--- src/rtl/p1sf_pkg.sv ---
// ============================================================================
// p1sf_pkg - shared types and constants for the P1 shape function evaluator
// Element kinds, fixed-point formats and the front-to-back command record.
// ============================================================================
package p1sf_pkg;

    localparam int FRAC_BITS = 16;
    localparam int CW = 18;
    localparam int OW = 21;
    localparam int WW = 20;

    localparam logic [3:0] K_VERTEX = 4'd0;
    localparam logic [3:0] K_EDGE   = 4'd1;
    localparam logic [3:0] K_TRI    = 4'd2;
    localparam logic [3:0] K_QUAD   = 4'd3;
    localparam logic [3:0] K_TET    = 4'd4;
    localparam logic [3:0] K_PYR    = 4'd5;
    localparam logic [3:0] K_PRISM  = 4'd6;
    localparam logic [3:0] K_HEX    = 4'd7;
    localparam logic [3:0] K_OCT    = 4'd8;

    localparam logic signed [WW-1:0] ONE = WW'(1) <<< FRAC_BITS;

    typedef struct packed {
        logic [3:0]           kind;
        logic [2:0]           idx;
        logic                 err;
        logic                 gt;
        logic                 neg;
        logic signed [CW-1:0] x;
        logic signed [CW-1:0] y;
        logic signed [CW-1:0] z;
    } cmd_t;

    function automatic logic [3:0] corner_count(input logic [3:0] k);
        case (k)
            K_VERTEX: corner_count = 4'd1;
            K_EDGE:   corner_count = 4'd2;
            K_TRI:    corner_count = 4'd3;
            K_QUAD:   corner_count = 4'd4;
            K_TET:    corner_count = 4'd4;
            K_PYR:    corner_count = 4'd5;
            K_PRISM:  corner_count = 4'd6;
            K_HEX:    corner_count = 4'd8;
            K_OCT:    corner_count = 4'd6;
            default:  corner_count = 4'd0;
        endcase
    endfunction

    // floor product of two Q values of WW bits, result kept at WW+2 bits
    function automatic logic signed [WW+1:0] fmul(input logic signed [WW-1:0] a,
                                                 input logic signed [WW-1:0] b);
        logic signed [2*WW-1:0] p;
        p = a * b;
        fmul = (WW+2)'(p >>> FRAC_BITS);
    endfunction

    // floor product of a WW+2 bit Q value and a WW bit Q value
    function automatic logic signed [WW+1:0] fmul_wide(input logic signed [WW+1:0] a,
                                                      input logic signed [WW-1:0] b);
        logic signed [2*WW+1:0] p;
        p = a * b;
        fmul_wide = (WW+2)'(p >>> FRAC_BITS);
    endfunction

    function automatic logic signed [OW-1:0] sat(input logic signed [WW+1:0] v);
        if (v > (WW+2)'(1048575))
            sat = OW'(1048575);
        else if (v < -(WW+2)'(1048576))
            sat = OW'(-1048576);
        else
            sat = OW'(v);
    endfunction

endpackage

--- src/rtl/p1sf_queue.sv ---
// ============================================================================
// p1sf_queue - two-entry command queue
// Decouples intake from evaluation.
// ============================================================================
module p1sf_queue (
    input  logic           clk,
    input  logic           rst_n,
    input  logic           push,
    input  p1sf_pkg::cmd_t din,
    input  logic           pop,
    output logic           not_empty,
    output logic           full,
    output p1sf_pkg::cmd_t dout
);
    p1sf_pkg::cmd_t mem_reg [2];
    logic       wp_reg, rp_reg;
    logic [1:0] cnt_reg;

    assign not_empty = cnt_reg != 2'd0;
    assign full      = cnt_reg == 2'd2;
    assign dout      = mem_reg[rp_reg];

    always_ff @(posedge clk)
    begin
        if (push)
            mem_reg[wp_reg] <= din;
    end

    always_ff @(posedge clk or negedge rst_n)
    begin
        if (!rst_n)
        begin
            wp_reg  <= 1'b0;
            rp_reg  <= 1'b0;
            cnt_reg <= 2'd0;
        end
        else
        begin
            if (push)
                wp_reg <= ~wp_reg;
            if (pop)
                rp_reg <= ~rp_reg;
            cnt_reg <= cnt_reg + {1'b0, push} - {1'b0, pop};
        end
    end
endmodule

--- config.mk ---
export PLATFORM = sky130hd
export DESIGN_NAME = p1sf_queue
export DESIGN_NICKNAME = d
export VERILOG_FILES = /design/src/rtl/p1sf_pkg.sv /design/src/rtl/p1sf_queue.sv
export SDC_FILE = /design/constraint.sdc
export NUM_CORES = 1
export LEC_CHECK = 0
export BUFFER_PORTS_ARGS = -buffer_cell sky130_fd_sc_hd__buf_2
export CORE_UTILIZATION = 50
export CTS_BUF_LIST = sky130_fd_sc_hd__clkbuf_2
export DETAILED_ROUTE_END_ITERATION = 10
export HOLD_SLACK_MARGIN = 0.15
export PLACE_DENSITY = 0.73
export SKIP_LAST_GASP = 1
export SYNTH_ARGS = -nofsm -noshare
export SYNTH_HDL_FRONTEND = slang
export SYNTH_SLANG_ARGS = --single-unit
--- constraint.sdc ---
create_clock -name clk -period 4.6 [get_ports clk]
set_input_delay 0 -clock clk [delete_from_list [all_inputs] [get_ports clk]]
set_output_delay 0 -clock clk [all_outputs]
set_load 0.02 [all_outputs]
==> flow_summary_export.csv, run 1 <==
group,metric,value,unit
outcome,outcome,"stopped before the end",
outcome,failed_stage,"clock tree synthesis",
outcome,tool.error,"[ERROR RSZ-0060] Max buffer count reached.",
logic_synthesis,synthCells,214,
logic_synthesis,ys_seq_elements,132,
clocking,numCtsBuffers,17,
clocking,post_cts_resized,0,
logic_synthesis,ys_seq_area_frac,0.7851,
logic_synthesis,syn_area,5024,µm²
placement,io_buffers,133,
clocking,cts.sinks,132,
clocking,cts_root_buf,"clkbuf_2",
floorplanning,num_rows,36,
floorplanning,die_y,102.2,µm
logic_synthesis,synth.avg_cell_area,23.47,µm²
floorplanning,initial_core_util,0.5140,
logic_synthesis,synthDistinctLibCells,13,
clocking,cts_max_level,4,
floorplanning,die_w,102.2,µm
clocking,clockBufferDepth,2,
placement,dpl.hpwl,5.033,mm
logic_synthesis,yosys_warnings,0,
floorplanning,ios,134,
clocking,cts_setup_buffers,0,
logic_synthesis,synthesis.nets,284,
placement,gp_congestion,0.6612,
clocking,cts.hold.buffers_added,103,
## synthesized netlist by cell type
cell type / count / area, µm²
inv_1: 2 / 7.510
or2_2: 1 / 6.260
nor2b_1: 2 / 12.51
xor2_1: 2 / 17.52
dfrtp_1: 4 / 100.1
and2_1: 1 / 6.260
buf_2: 1 / 5.000
buf_6: 6 / 67.56
ha_1: 2 / 25.02
mux2_4: 50 / 750.7
mux2_2: 14 / 157.7
edfxtp_1: 128 / 3844
xor3_1: 1 / 23.77
## logic make-up after synthesis
group         after synthesis  synth area share
xor+xnor                    3          0.008219
fa+ha+maj                   2          0.004981
buf+inv                     9           0.01594
flops                     132            0.7851
mux                        64            0.1808
simple gates                4          0.004983
## metrics by stage
step / utilization / hold slack (ns) / cells / area, µm² / worst slack [ns]
2_1_floorplan: - / -0.2956 / 214 / 5024 / 0.8588
3_5_place_dp: 0.5945 / -0.1902 / 475 / 5811 / 2.529
3_3_place_gp: 0.5945 / -0.1906 / 475 / 5811 / 2.531
==> run 2: changes to the inputs <==
CORE_UTILIZATION = 35   (was 50)
CTS_BUF_LIST = default   (was sky130_fd_sc_hd__clkbuf_2)
HOLD_SLACK_MARGIN = default   (was 0.15)
PLACE_DENSITY = default   (was 0.73)
PLACE_DENSITY_LB_ADDON = 0.15   (was default)
==> run 2 against run 1 <==
The run now ends clean. Area after synthesis stayed put. Synthesized cell count unchanged.
==> flow_summary_export.csv, run 2 <==
group,metric,value,unit
sta,maxSlewHeadroom,0.3573,
logic_synthesis,synth.avg_cell_area,23.47,µm²
critical_path,crit_path_end_kind,"output port",
logic_synthesis,ys_seq_area_frac,0.7851,
power,p_switching,1.307,mW
sta,setup_tns,0,ns
sta,setup_viol,0,
logic_synthesis,yosys-mux-area-fraction,0.1808,
sta,tightest_slew,0.9640,ns
logic_synthesis,synthArstFlopShare,0.03030,
critical_path,worstPathArrival,2.41,ns
grt,grt_pass1_wl,13.64,mm
cells_and_area,antenna_cells,0,
critical_path,critPathKind,"register to output port",
logic_synthesis,yosysMostFrequentCell,"edfxtp_1",
logic_synthesis,synthCells,214,
cells_and_area,area_delta_synth_final,41.72,%
placement,dpl.hpwl,5.206,mm
logic_synthesis,syn_area,5024,µm²
logic_synthesis,yosys_warnings,0,
clocking,clk_pin_slew,0.05,ns
logic_synthesis,yosys-top-cells-count,"128 x edfxtp_1, 50 x mux2_4, 14 x mux2_2, 6 x buf_6, 4 x dfrtp_1",
clocking,post_cts_resized,0,
grt,grt_pass1_vias,2784,
sta,slew_viol_final,0,
sta,rsz0062_at_grt,"false",
floorplanning,die_y,121.8,µm
sta,period_needed,2.411,ns
sta,min_period_over_period,0.5241,
route,viasPerCell,4.277,
logic_synthesis,ys.flop_type,"edfxtp_1",
power,p_int,3.050,mW
clocking,cts_setup_buffers,0,
grt,grt_overflow,0,
outcome,outcome,"complete, no violations",
power,p_leak,2.882,nW
cells_and_area,largest_register_ff_count,128,
job,max-cap-violations,0,
clocking,cts_max_level,4,
logic_synthesis,synthesis.nets,284,
clocking,cts_tree,"yes",
clocking,cts_root_buf,"clkbuf_16",
power,power_frac_comb,0.308,
logic_synthesis,synthDistinctLibCells,13,
route,wl_met1,3.621,mm
placement,io_buffers,133,
clocking,cts.hold.buffers_added,68,
route,wl_met2,4.664,mm
floorplanning,dieArea,14840,µm²
route,drt_iter0_markers,80,
power,power_switching_share,0.3000,
power,powerDensity,611.9,nW/µm²
clocking,cts.sinks,132,
cells_and_area,layout_commonest_cell,"buf_2",
power,seq_power_share,0.398,
route,dr.max_layer_used,"met4",
floorplanning,initial_core_util,0.3605,
worst_hold_path,min_path_cells,2,
route,vias,2660,
logic_synthesis,ys_seq_elements,132,
floorplanning,ios,134,
grt,grt_max_degree,65,
worst_hold_path,hold_path.class,"input port to register",
logic_synthesis,synth_adder_area_share,0.004981,
sta,fin_ws,2.189,ns
sta,clock_skew,0.004771,ns
route,drc,0,
cells_and_area,layout_common_cells,"133 x buf_2, 128 x edfxtp_1, 68 x dlygate4sd3_1",
logic_synthesis,yosys.area_share.simple,0.004981,
logic_synthesis,synth_compound_area_frac,0,
logic_synthesis,synth_xor_area_frac,0.008219,
logic_synthesis,synth-edff-count,128,
logic_synthesis,synth_top_family_by_area,"multiplexers",
clocking,clockBufferDepth,2,
floorplanning,die_w,121.8,µm
logic_synthesis,synth_top_area_cell,"edfxtp_1",
critical_path,rr_worst_depth,2,
clocking,numCtsBuffers,17,
cells_and_area,fin_nets,499,
clocking,clk_latency,0.41,ns
cells_and_area,multi_input_area,1010,µm²
route,routed_wl,9.031,mm
power,vdd.ir_drop.worst,345.3,µV
critical_path,required,4.60,ns
logic_synthesis,synth.top_cell.area_share,0.7651,
cells_and_area,fill_cells,1170,
critical_path,start_kind,"register",
sta,finalHoldViolCount,0,
placement,gp_congestion,0.6453,
logic_synthesis,synthTopCellsByArea,"edfxtp_1 77%, mux2_4 15%, mux2_2 3.1%",
cells_and_area,regArea,3948,µm²
critical_path,cp_max_fo,34,
sta,fmax,414.8,MHz
route,post_drt_wl_per_cell,14.52,µm
grt,grt_antenna_before_repair,0,
route,drtPass1Iterations,4,
floorplanning,num_rows,43,
cells_and_area,drive_above_1_share,0.5271,
route,antenna_left,0,
placement,dp_slack,2.535,ns
floorplanning,core,13930,µm²
route,dr_wl_met3,566,µm
power,pwr-share-clk,0.294,
grt,grt_usage,0.1282,
[run 2: critical path: stages (launching register included)]
cell,delay [ns]
dfrtp_4,0.79
buf_4,0.62
mux2_2,0.41
buf_2,0.16
[run 2: final cells by class]
type | count | area share
tap | 180 | 0.03163
clock buffer | 20 | 0.06415
timing repair buffer | 203 | 0.1912
clock inverter | 12 | 0.01564
inverter | 2 | 0.001054
sequential | 132 | 0.5545
multi-input combinational | 73 | 0.1418
[run 2: per-layer routing]
layer / vias up / track usage
met5: - / 0
met4: 0 / 0.06713
met3: 16 / 0.04963
met2: 81 / 0.2203
met1: 1287 / 0.1352
li1: 1276 / -
[run 2: worst paths after layout]
kind / start / to / slack (ns)
max: rp_reg / dout[63] / 2.19
min: din[41] / mem_reg[0][41] / 0.31
max reg2reg: wp_reg / mem_reg[0][10] / 2.56
min reg2reg: wp_reg / wp_reg / 0.57
max in group asynchronous: rst_n / rp_reg / 3.87
min in group asynchronous: rst_n / cnt_reg[0] / 0.52
[run 2: cell families after synthesis]
kind of cell	after synthesis
xor gates and xnor gates	3
and+or+nand+nor	4
DFF	132
muxes	64
buffers and inverters	9
adders and majority gates	2
[run 2: power by group through the flow]
stage	logic, mW	registers (mW)	clock network, mW
floorplan	1.06	1.68	0
global placement	1.32	1.75	0
detailed placement	1.33	1.76	0
CTS	1.37	1.74	1.31
global route	1.44	1.76	1.36
finish	1.34	1.73	1.28
[run 2: per-stage QoR]
step / area, µm² / std cells / utilization / total power [mW] / hold WS (ns)
after global placement: 5871 / 522 / 0.4213 / 3.074 / -0.1786
after global routing: 7119 / 622 / 0.5109 / 4.559 / 0.2990
after CTS: 7119 / 622 / 0.5109 / 4.422 / 0.2893
after floorplan: 5024 / 214 / - / 2.741 / -0.2956
after detailed placement: 5871 / 522 / 0.4213 / 3.087 / -0.1792
final: 7119 / 622 / 0.5109 / 4.357 / 0.3111
No activity file was read; power rests on OpenSTA's default activity.
