File: config.mk
export PLATFORM = sky130hd
export DESIGN_NAME = p1sf_front
export DESIGN_NICKNAME = d
export VERILOG_FILES = /design/src/rtl/p1sf_pkg.sv /design/src/rtl/p1sf_front.sv
export SDC_FILE = /design/constraint.sdc
export NUM_CORES = 1
export LEC_CHECK = 0
export ABC_CLOCK_PERIOD_IN_PS = 1920
export BUFFER_PORTS_ARGS = -buffer_cell sky130_fd_sc_hd__buf_2
export CAP_MARGIN = 20
export CORE_MARGIN = 2
export CORE_UTILIZATION = 36
export DETAILED_ROUTE_END_ITERATION = 10
export MAX_ROUTING_LAYER = met4
export PLACE_DENSITY_LB_ADDON = 0.08
export SETUP_SLACK_MARGIN = 0.15
export SYNTH_ARGS = -nofsm -noshare
export SYNTH_HDL_FRONTEND = slang
export SYNTH_SLANG_ARGS = --single-unit
File: constraint.sdc
create_clock -name clk -period 1.92 [get_ports clk]
set_input_delay 0 -clock clk [delete_from_list [all_inputs] [get_ports clk]]
set_output_delay 0 -clock clk [all_outputs]
set_load 0.02 [all_outputs]
File: src/rtl/p1sf_pkg.sv
// ============================================================================
// p1sf_pkg - shared types and constants for the P1 shape function evaluator
// Element kinds, fixed-point formats and the front-to-back command record.
// ============================================================================
package p1sf_pkg;

    localparam int FRAC_BITS = 16;
    localparam int CW = 18;
    localparam int OW = 21;
    localparam int WW = 20;

    localparam logic [3:0] K_VERTEX = 4'd0;
    localparam logic [3:0] K_EDGE   = 4'd1;
    localparam logic [3:0] K_TRI    = 4'd2;
    localparam logic [3:0] K_QUAD   = 4'd3;
    localparam logic [3:0] K_TET    = 4'd4;
    localparam logic [3:0] K_PYR    = 4'd5;
    localparam logic [3:0] K_PRISM  = 4'd6;
    localparam logic [3:0] K_HEX    = 4'd7;
    localparam logic [3:0] K_OCT    = 4'd8;

    localparam logic signed [WW-1:0] ONE = WW'(1) <<< FRAC_BITS;

    typedef struct packed {
        logic [3:0]           kind;
        logic [2:0]           idx;
        logic                 err;
        logic                 gt;
        logic                 neg;
        logic signed [CW-1:0] x;
        logic signed [CW-1:0] y;
        logic signed [CW-1:0] z;
    } cmd_t;

    function automatic logic [3:0] corner_count(input logic [3:0] k);
        case (k)
            K_VERTEX: corner_count = 4'd1;
            K_EDGE:   corner_count = 4'd2;
            K_TRI:    corner_count = 4'd3;
            K_QUAD:   corner_count = 4'd4;
            K_TET:    corner_count = 4'd4;
            K_PYR:    corner_count = 4'd5;
            K_PRISM:  corner_count = 4'd6;
            K_HEX:    corner_count = 4'd8;
            K_OCT:    corner_count = 4'd6;
            default:  corner_count = 4'd0;
        endcase
    endfunction

    // floor product of two Q values of WW bits, result kept at WW+2 bits
    function automatic logic signed [WW+1:0] fmul(input logic signed [WW-1:0] a,
                                                 input logic signed [WW-1:0] b);
        logic signed [2*WW-1:0] p;
        p = a * b;
        fmul = (WW+2)'(p >>> FRAC_BITS);
    endfunction

    // floor product of a WW+2 bit Q value and a WW bit Q value
    function automatic logic signed [WW+1:0] fmul_wide(input logic signed [WW+1:0] a,
                                                      input logic signed [WW-1:0] b);
        logic signed [2*WW+1:0] p;
        p = a * b;
        fmul_wide = (WW+2)'(p >>> FRAC_BITS);
    endfunction

    function automatic logic signed [OW-1:0] sat(input logic signed [WW+1:0] v);
        if (v > (WW+2)'(1048575))
            sat = OW'(1048575);
        else if (v < -(WW+2)'(1048576))
            sat = OW'(-1048576);
        else
            sat = OW'(v);
    endfunction

endpackage

File: src/rtl/p1sf_front.sv
// ============================================================================
// p1sf_front - command intake
// Holds the element kind and classifies each item into a command for the queue.
// ============================================================================
module p1sf_front (
    input  logic                      clk,
    input  logic                      rst_n,
    input  logic                      cfg_we,
    input  logic [3:0]                cfg_wdata,
    input  logic [2:0]                shape_index,
    input  logic signed [p1sf_pkg::CW-1:0] coord_x,
    input  logic signed [p1sf_pkg::CW-1:0] coord_y,
    input  logic signed [p1sf_pkg::CW-1:0] coord_z,
    output p1sf_pkg::cmd_t            cmd
);
    logic [3:0] kind_reg;

    always_ff @(posedge clk or negedge rst_n)
    begin
        if (!rst_n)
            kind_reg <= 4'd0;
        else if (cfg_we)
            kind_reg <= cfg_wdata;
    end

    always_comb
    begin
        cmd.kind = kind_reg;
        cmd.idx  = shape_index;
        cmd.err  = {1'b0, shape_index} >= p1sf_pkg::corner_count(kind_reg);
        cmd.gt   = coord_x > coord_y;
        cmd.neg  = coord_z[p1sf_pkg::CW-1];
        cmd.x    = coord_x;
        cmd.y    = coord_y;
        cmd.z    = coord_z;
    end
endmodule

==> run summary, run 1 <==
Outcome: complete, but fails checks
Violated checks: setup timing
Fin cells: 250
Maxcap violations: 0
Worst-case reg-to-reg path depth: 1
Final Skew: 0 ps
Vias: 1086
Worst-case clock buffer depth: 2
Worst-path maximum fanout: 4
Area after DPL: 0.00134 mm^2
Worst slew pin tran: 270 ps
Worst slack, placed: 81.1 ps
Power Density: 409 mW/mm^2
Ant diodes: 0
Final wirelength: 2.49 mm
Max reg flops: 4
CP Data Arrival Time: 2000 ps
Initial antenna violation count: 0
Final setup fails: 1
RR Startpoint: kind_reg[2]
DRC Markers: 0
Cells taking the most area after synthesis: buf_4, ha_1, dfrtp_1
# clock sinks: 4
Type of origin of the critical path: flip-flop
Nets: 295
Fill count: 356
Cells after synthesis: 160
Initial Util: 37.5%
Syn_nets: 250
Min Tclk post-route: 2000 ps
Clock Tree Root: clkbuf_4
CTS tree: done
1st-iter DRT viols: 8
Initial DRT Pass Iterations: 4
Hold Path Origin: coord_z[5]
Fin crit share: 104%
Die X: 63.0 um
Design area: 0.00145 mm^2
Most frequent cells in the layout: buf_2, ha_1, inv_1
Synth Register Bits: 4
Core ar.: 0.00334 mm^2
PnR Total Power: 594 uW
Vias in the first global route: 928
Post-synthesis sequential area ratio: 7.99%
Antenna violation net count after detailed routing: 0
# IOs: 128
Final core occ: 43.6%
Fin. max-slew vios: 0
Top-area cell type share of the netlist area: 34.8%
Hold path depth: 0
Post-DR wirelength/cell: 9.96 um
Cell count after placement: 239
Skew-Pair Late Insertion Delay: 240 ps
Die area: 0.00397 mm^2
Grt total ovfl: 0
Pin count of the biggest net entering global routing: 9
CTS Buf Count: 3
YS warnings: 0
Gpl congestion: 0.693
Gr usage total: 12.0%
Synthesized area per cell: 7.83 um^2
R2R Setup Slk: 1070 ps
WP data required: 1920 ps
IO buf count: 90
Cell area after synthesis: 0.00125 mm^2
Clock slew at reported path FFs: 40 ps
H-tree Lvls: 1
Rel. slew slack: 81.9%
Worst min-delay path class: input pin to output port
Std cell rows: 21
Most common cell after layout, fill and taps aside: buf_2
Maximum operating frequency: 0.500 GHz
R2R Path End: kind_reg[2]
CP startpoint: kind_reg[0]
Post-route setup slack: -78.3 ps
Synth area leader: buf_4
Hold Path End: cmd[5]
First-pass GRT wire length: 3.86 mm
Vias per cell: 4.34
Critical Path Sink Type: output port
RSZ-0062 raised after global routing: true
Post-detail-place hpwl: 2.20 mm
Leakage: 0.000900 uW
Area growth, synth to finish: 16.1%
Share of cells above drive strength 1: 53.4%
Cell variety after synth: 24
Setup CP Type: flip-flop to output port
Final Hold Viols: 0
Worst-case vdd ir drop: 312 uV
Die height: 63.0 um
==> worst max-delay path by stage <==
stage / endpoint / slack (ps) / cells past startpoint
2_1_floorplan: cmd[56] / 160 / 9
3_3_place_gp: cmd[56] / 130 / 10
3_5_place_dp: cmd[56] / 80 / 10
4_1_cts: cmd[56] / -90 / 10
5_1_grt: cmd[56] / -180 / 10
6_report: cmd[56] / -80 / 10
==> cell families (layout without fill, tap and decap cells) <==
kind of cell | after synthesis | after routing | synth area share [%]
buf+inv | 81 | 125 | 41.7
fa+ha+maj | 26 | 26 | 26.0
simple gates | 23 | 23 | 10.2
compound gates | 21 | 21 | 9.89
mux | 5 | 5 | 4.30
flops | 4 | 4 | 7.99
==> timing repair <==
item | 4_1_cts | 5_1_grt
setup buffers | 2 | 0
endpoints found under the hold margin | 8 | 0
hold buffers | 5 | 0
resized for setup | 4 | 2
setup endpoints to repair | 1 | 2
pin swaps | 2 | 1
==> routing by layer <==
layer	track usage, %	share of wire [%]	up-vias
met5	-	0	-
met4	6.11	2.2	0
met1	13.4	37	450
met3	2.52	11	10
li1	-	-	559
met2	20.2	50	67
==> synth_stat cells <==
library cell / instances
buf_4: 58
ha_1: 26
inv_1: 23
nand2_1: 8
a21oi_1: 7
o21ai_0: 7
dfrtp_1: 4
nor2_1: 4
mux2_2: 3
a211oi_1: 2
a21o_1: 2
mux2i_1: 2
nand2b_1: 2
nand4_1: 2
a2111oi_0: 1
a21o_2: 1
a31oi_1: 1
and3_1: 1
and4_4: 1
nand3_1: 1
nand3_2: 1
nand3b_1: 1
nor2b_1: 1
or4_4: 1
==> worst max-delay path, stage by stage (launching register included) <==
cell     delay (ps)
dfrtp_2         430
inv_2            90
ha_4            200
mux2i_1         120
nor2_1           50
a21oi_1         140
ha_1            250
a21o_1          160
a21oi_2         120
a21oi_2          40
buf_4           150
==> power by group <==
group	total [uW]	internal (uW)	switching, uW
Combinational	371	168	203
Clock	118	78.3	39.9
Sequential	105	93.1	12.0
Total	594	340	255
==> per-stage QoR <==
step	hold slack [ps]	TNS, ps
final	0.00777	-78.3
after global routing	0.0313	-183
after CTS	0.236	-90.2
after detailed placement	-189	0
after global placement	-191	0
after floorplan	-296	0
==> layout make-up <==
class	count	area (um^2)	area share (%)
multi-input combinational	75	657	45.2
sequential	4	101	6.97
clock buffer	4	26.3	1.81
inverter	23	86.3	5.94
timing repair buffer	98	526	36.1
tap	46	57.6	3.96
Power figures use the tool's default switching activity.
==> inputs of run 2 (changes only) <==
--- a/config.mk
+++ b/config.mk
@@ -5,11 +5,11 @@
 export SDC_FILE = /design/constraint.sdc
 export NUM_CORES = 1
 export LEC_CHECK = 0
-export ABC_CLOCK_PERIOD_IN_PS = 1920
+export ABC_CLOCK_PERIOD_IN_PS = 2300
 export BUFFER_PORTS_ARGS = -buffer_cell sky130_fd_sc_hd__buf_2
 export CAP_MARGIN = 20
 export CORE_MARGIN = 2
-export CORE_UTILIZATION = 36
+export CORE_UTILIZATION = 39
 export DETAILED_ROUTE_END_ITERATION = 10
 export MAX_ROUTING_LAYER = met4
 export PLACE_DENSITY_LB_ADDON = 0.08
==> constraint.sdc (replaced) <==
create_clock -name clk -period 2.3 [get_ports clk]
set_input_delay 0 -clock clk [delete_from_list [all_inputs] [get_ports clk]]
set_output_delay 0 -clock clk [all_outputs]
set_load 0.02 [all_outputs]
==> run 2 against run 1 <==
The flow now finishes without violations. Die area shrank 7.2%. First-iteration DRC count up 50%. Via count down 0.37%. Worst hold slack hardly changed. Non-clock buffer count up 1. Register-to-register slack better by 340 ps. Clock power is 24% lower. Critical path depth did not move. Sequential cell count stayed put. Count of clock-buffer cells in the layout fell by 1. Critical endpoint unchanged. Highest routed layer unchanged.
==> run summary, run 2 (synthesized netlist as in run 1, its figures left out) <==
Outcome: complete, no violations
Hold Path Origin: coord_z[2]
Worst-case reg-to-reg path depth: 1 (unchanged)
Critical Path Sink Type: output port
Maxcap violations: 0 (unchanged)
Area growth, synth to finish: 15.3%
Pin count of the biggest net entering global routing: 9 (unchanged)
Slowest CP cell: dfrtp_2
Gr usage total: 12.9% (+0.88 points)
Die X: 60.7 um (-3.7%)
WP data required: 2300 ps (+380 ps)
CP Data Arrival Time: 2090 ps (+90 ps)
Antenna violation net count after detailed routing: 0 (unchanged)
Most frequent cells in the layout: buf_2, ha_1, inv_1
Nets: 296 (+0.34%)
Final core occ: 47.3% (+3.7 points)
Final wirelength: 2.55 mm (+2.3%)
Clock Tree Root: clkbuf_4
Final Hold Viols: 0 (unchanged)
Worst-path maximum fanout: 6 (+2)
Final TNS setup: 0 ps (+78.3 ps)
Maximum operating frequency: 0.479 GHz
DRC Markers: 0 (unchanged)
# IOs: 128 (unchanged)
Die height: 60.7 um (-3.7%)
Fin crit share: 90.8%
Core ar.: 0.00305 mm^2 (-8.5%)
Post-DR wirelength/cell: 10.3 um (+3.2%)
CTS Buf Count: 3 (unchanged)
Max reg flops: 4 (unchanged)
Peak per-stage delay on the critical path: 440 ps (about the same)
R2R Path End: kind_reg[3]
Worst-case vdd ir drop: 232 uV (-26%)
Clock slew at reported path FFs: 40 ps (about the same)
Hold path depth: 0 (unchanged)
Vias: 1082 (-0.37%)
Fill count: 334 (-6.2%)
Final setup fails: 0 (-1)
Worst slack, placed: 405 ps (+324 ps)
Worst-case clock buffer depth: 2 (unchanged)
Vias per cell: 4.36 (+0.44%)
Min Tclk post-route: 2090 ps
RSZ-0062 raised after global routing: false
Worst slew pin tran: 382 ps (+112 ps)
R2R Setup Slk: 1410 ps (+340 ps)
Fin. max-slew vios: 0 (unchanged)
Cell Chain, Critical Path: buf_6, ha_2, a21oi_2, nor2_1, ha_1, nand2b_4, a21o_1, a21oi_1, a21oi_1, buf_2
Leakage: 0.000905 uW (+0.64%)
H-tree Lvls: 1 (unchanged)
IO buf count: 90 (unchanged)
Worst min-delay path class: input pin to output port
Grt total ovfl: 0 (unchanged)
Area occupied by multi-input gates: 644 um^2 (-1.9%)
Critical Path Most Common Cell: a21oi_1
Ant diodes: 0 (unchanged)
Post-route setup slack: 211 ps (+290 ps)
Initial Util: 41.0% (+3.5 points)
Seq. cell area: 101 um^2 (unchanged)
Power Density: 336 mW/mm^2 (-18%)
# clock sinks: 4 (unchanged)
1st-iter DRT viols: 12 (+4)
Share of cells above drive strength 1: 53.4% (unchanged)
Rel. slew slack: 73.9% (-8.0 points)
Setup CP Type: flip-flop to output port
Vias in the first global route: 930 (+0.22%)
Fin Hold WS: 0.00887 ps (+0.00110 ps)
Hold Path End: cmd[2]
Die area: 0.00368 mm^2 (-7.2%)
Initial antenna violation count: 0 (unchanged)
Gpl congestion: 0.737 (+6.3%)
Type of origin of the critical path: flip-flop
Std cell rows: 20 (-4.8%)
RR Startpoint: kind_reg[3]
Most common cell after layout, fill and taps aside: buf_2
CTS tree: done
Final Skew: 0 ps (unchanged)
Initial DRT Pass Iterations: 4 (unchanged)
First-pass GRT wire length: 3.63 mm (-6.1%)
Skew-Pair Late Insertion Delay: 240 ps (about the same)
==> run 2: cell count changes in the layout (fill, tap and decap cells not counted), sizes merged <==
cell / before / now
buf: 93 / 94
clkbuf: 4 / 3
==> run 2: worst max path at each step <==
| stage | start | to | slack (ps) |
|---|---|---|---|
| 3_3_place_gp | kind_reg[0] | cmd[56] | 510 |
| 5_1_grt | kind_reg[0] | cmd[56] | 130 |
| 4_1_cts | kind_reg[0] | cmd[56] | 190 |
| 6_report | kind_reg[0] | cmd[56] | 210 |
| 2_1_floorplan | kind_reg[0] | cmd[56] | 460 |
| 3_5_place_dp | kind_reg[0] | cmd[56] | 400 |
==> run 2: worst max-delay path: cells and delay by family, from the launching register on <==
kind,cells,cell delay [ps]
AO/OA/AOI/OAI,4,450
adder cells (fa/ha/maj),2,470
buffers and inverters,2,290
flip-flops,1,440
AND/OR/NAND/NOR,2,190
==> run 2: layout make-up <==
| cell class | instances | share of cell area (%) |
|---|---|---|
| multi-input combinational | 75 | 44.6 |
| timing repair buffer | 99 | 37.0 |
| sequential | 4 | 7.02 |
| inverter | 23 | 5.98 |
| tap | 44 | 3.81 |
| clock buffer | 3 | 1.56 |
==> run 2: metrics by stage <==
step	cell area (um^2)	total power [uW]	std cells
final	1440	485	248
after global placement	1320	368	236
after floorplan	1250	353	160
after detailed placement	1320	374	236
after global routing	1440	530	248
after CTS	1400	474	244
==> run 2: timing repair <==
action,CTS,global route
setup endpoints to repair,1,1
hold buffers,5,0
pin swaps,0,4
endpoints found under the hold margin,8,0
setup buffers,0,4
resized for setup,1,5
==> run 2: metal layers <==
metal	track usage (%)	wire length (um)
met1	12.8	927
met2	24.4	1310
met3	2.13	279
met4	5.59	34
met5	-	0
==> run 2: power by group <==
group / switching [uW] / internal, uW / total (uW)
sequential: 12.6 / 77.7 / 90.4
combinational: 167 / 138 / 305
clock: 30.7 / 58.5 / 89.2
total: 210 / 274 / 485
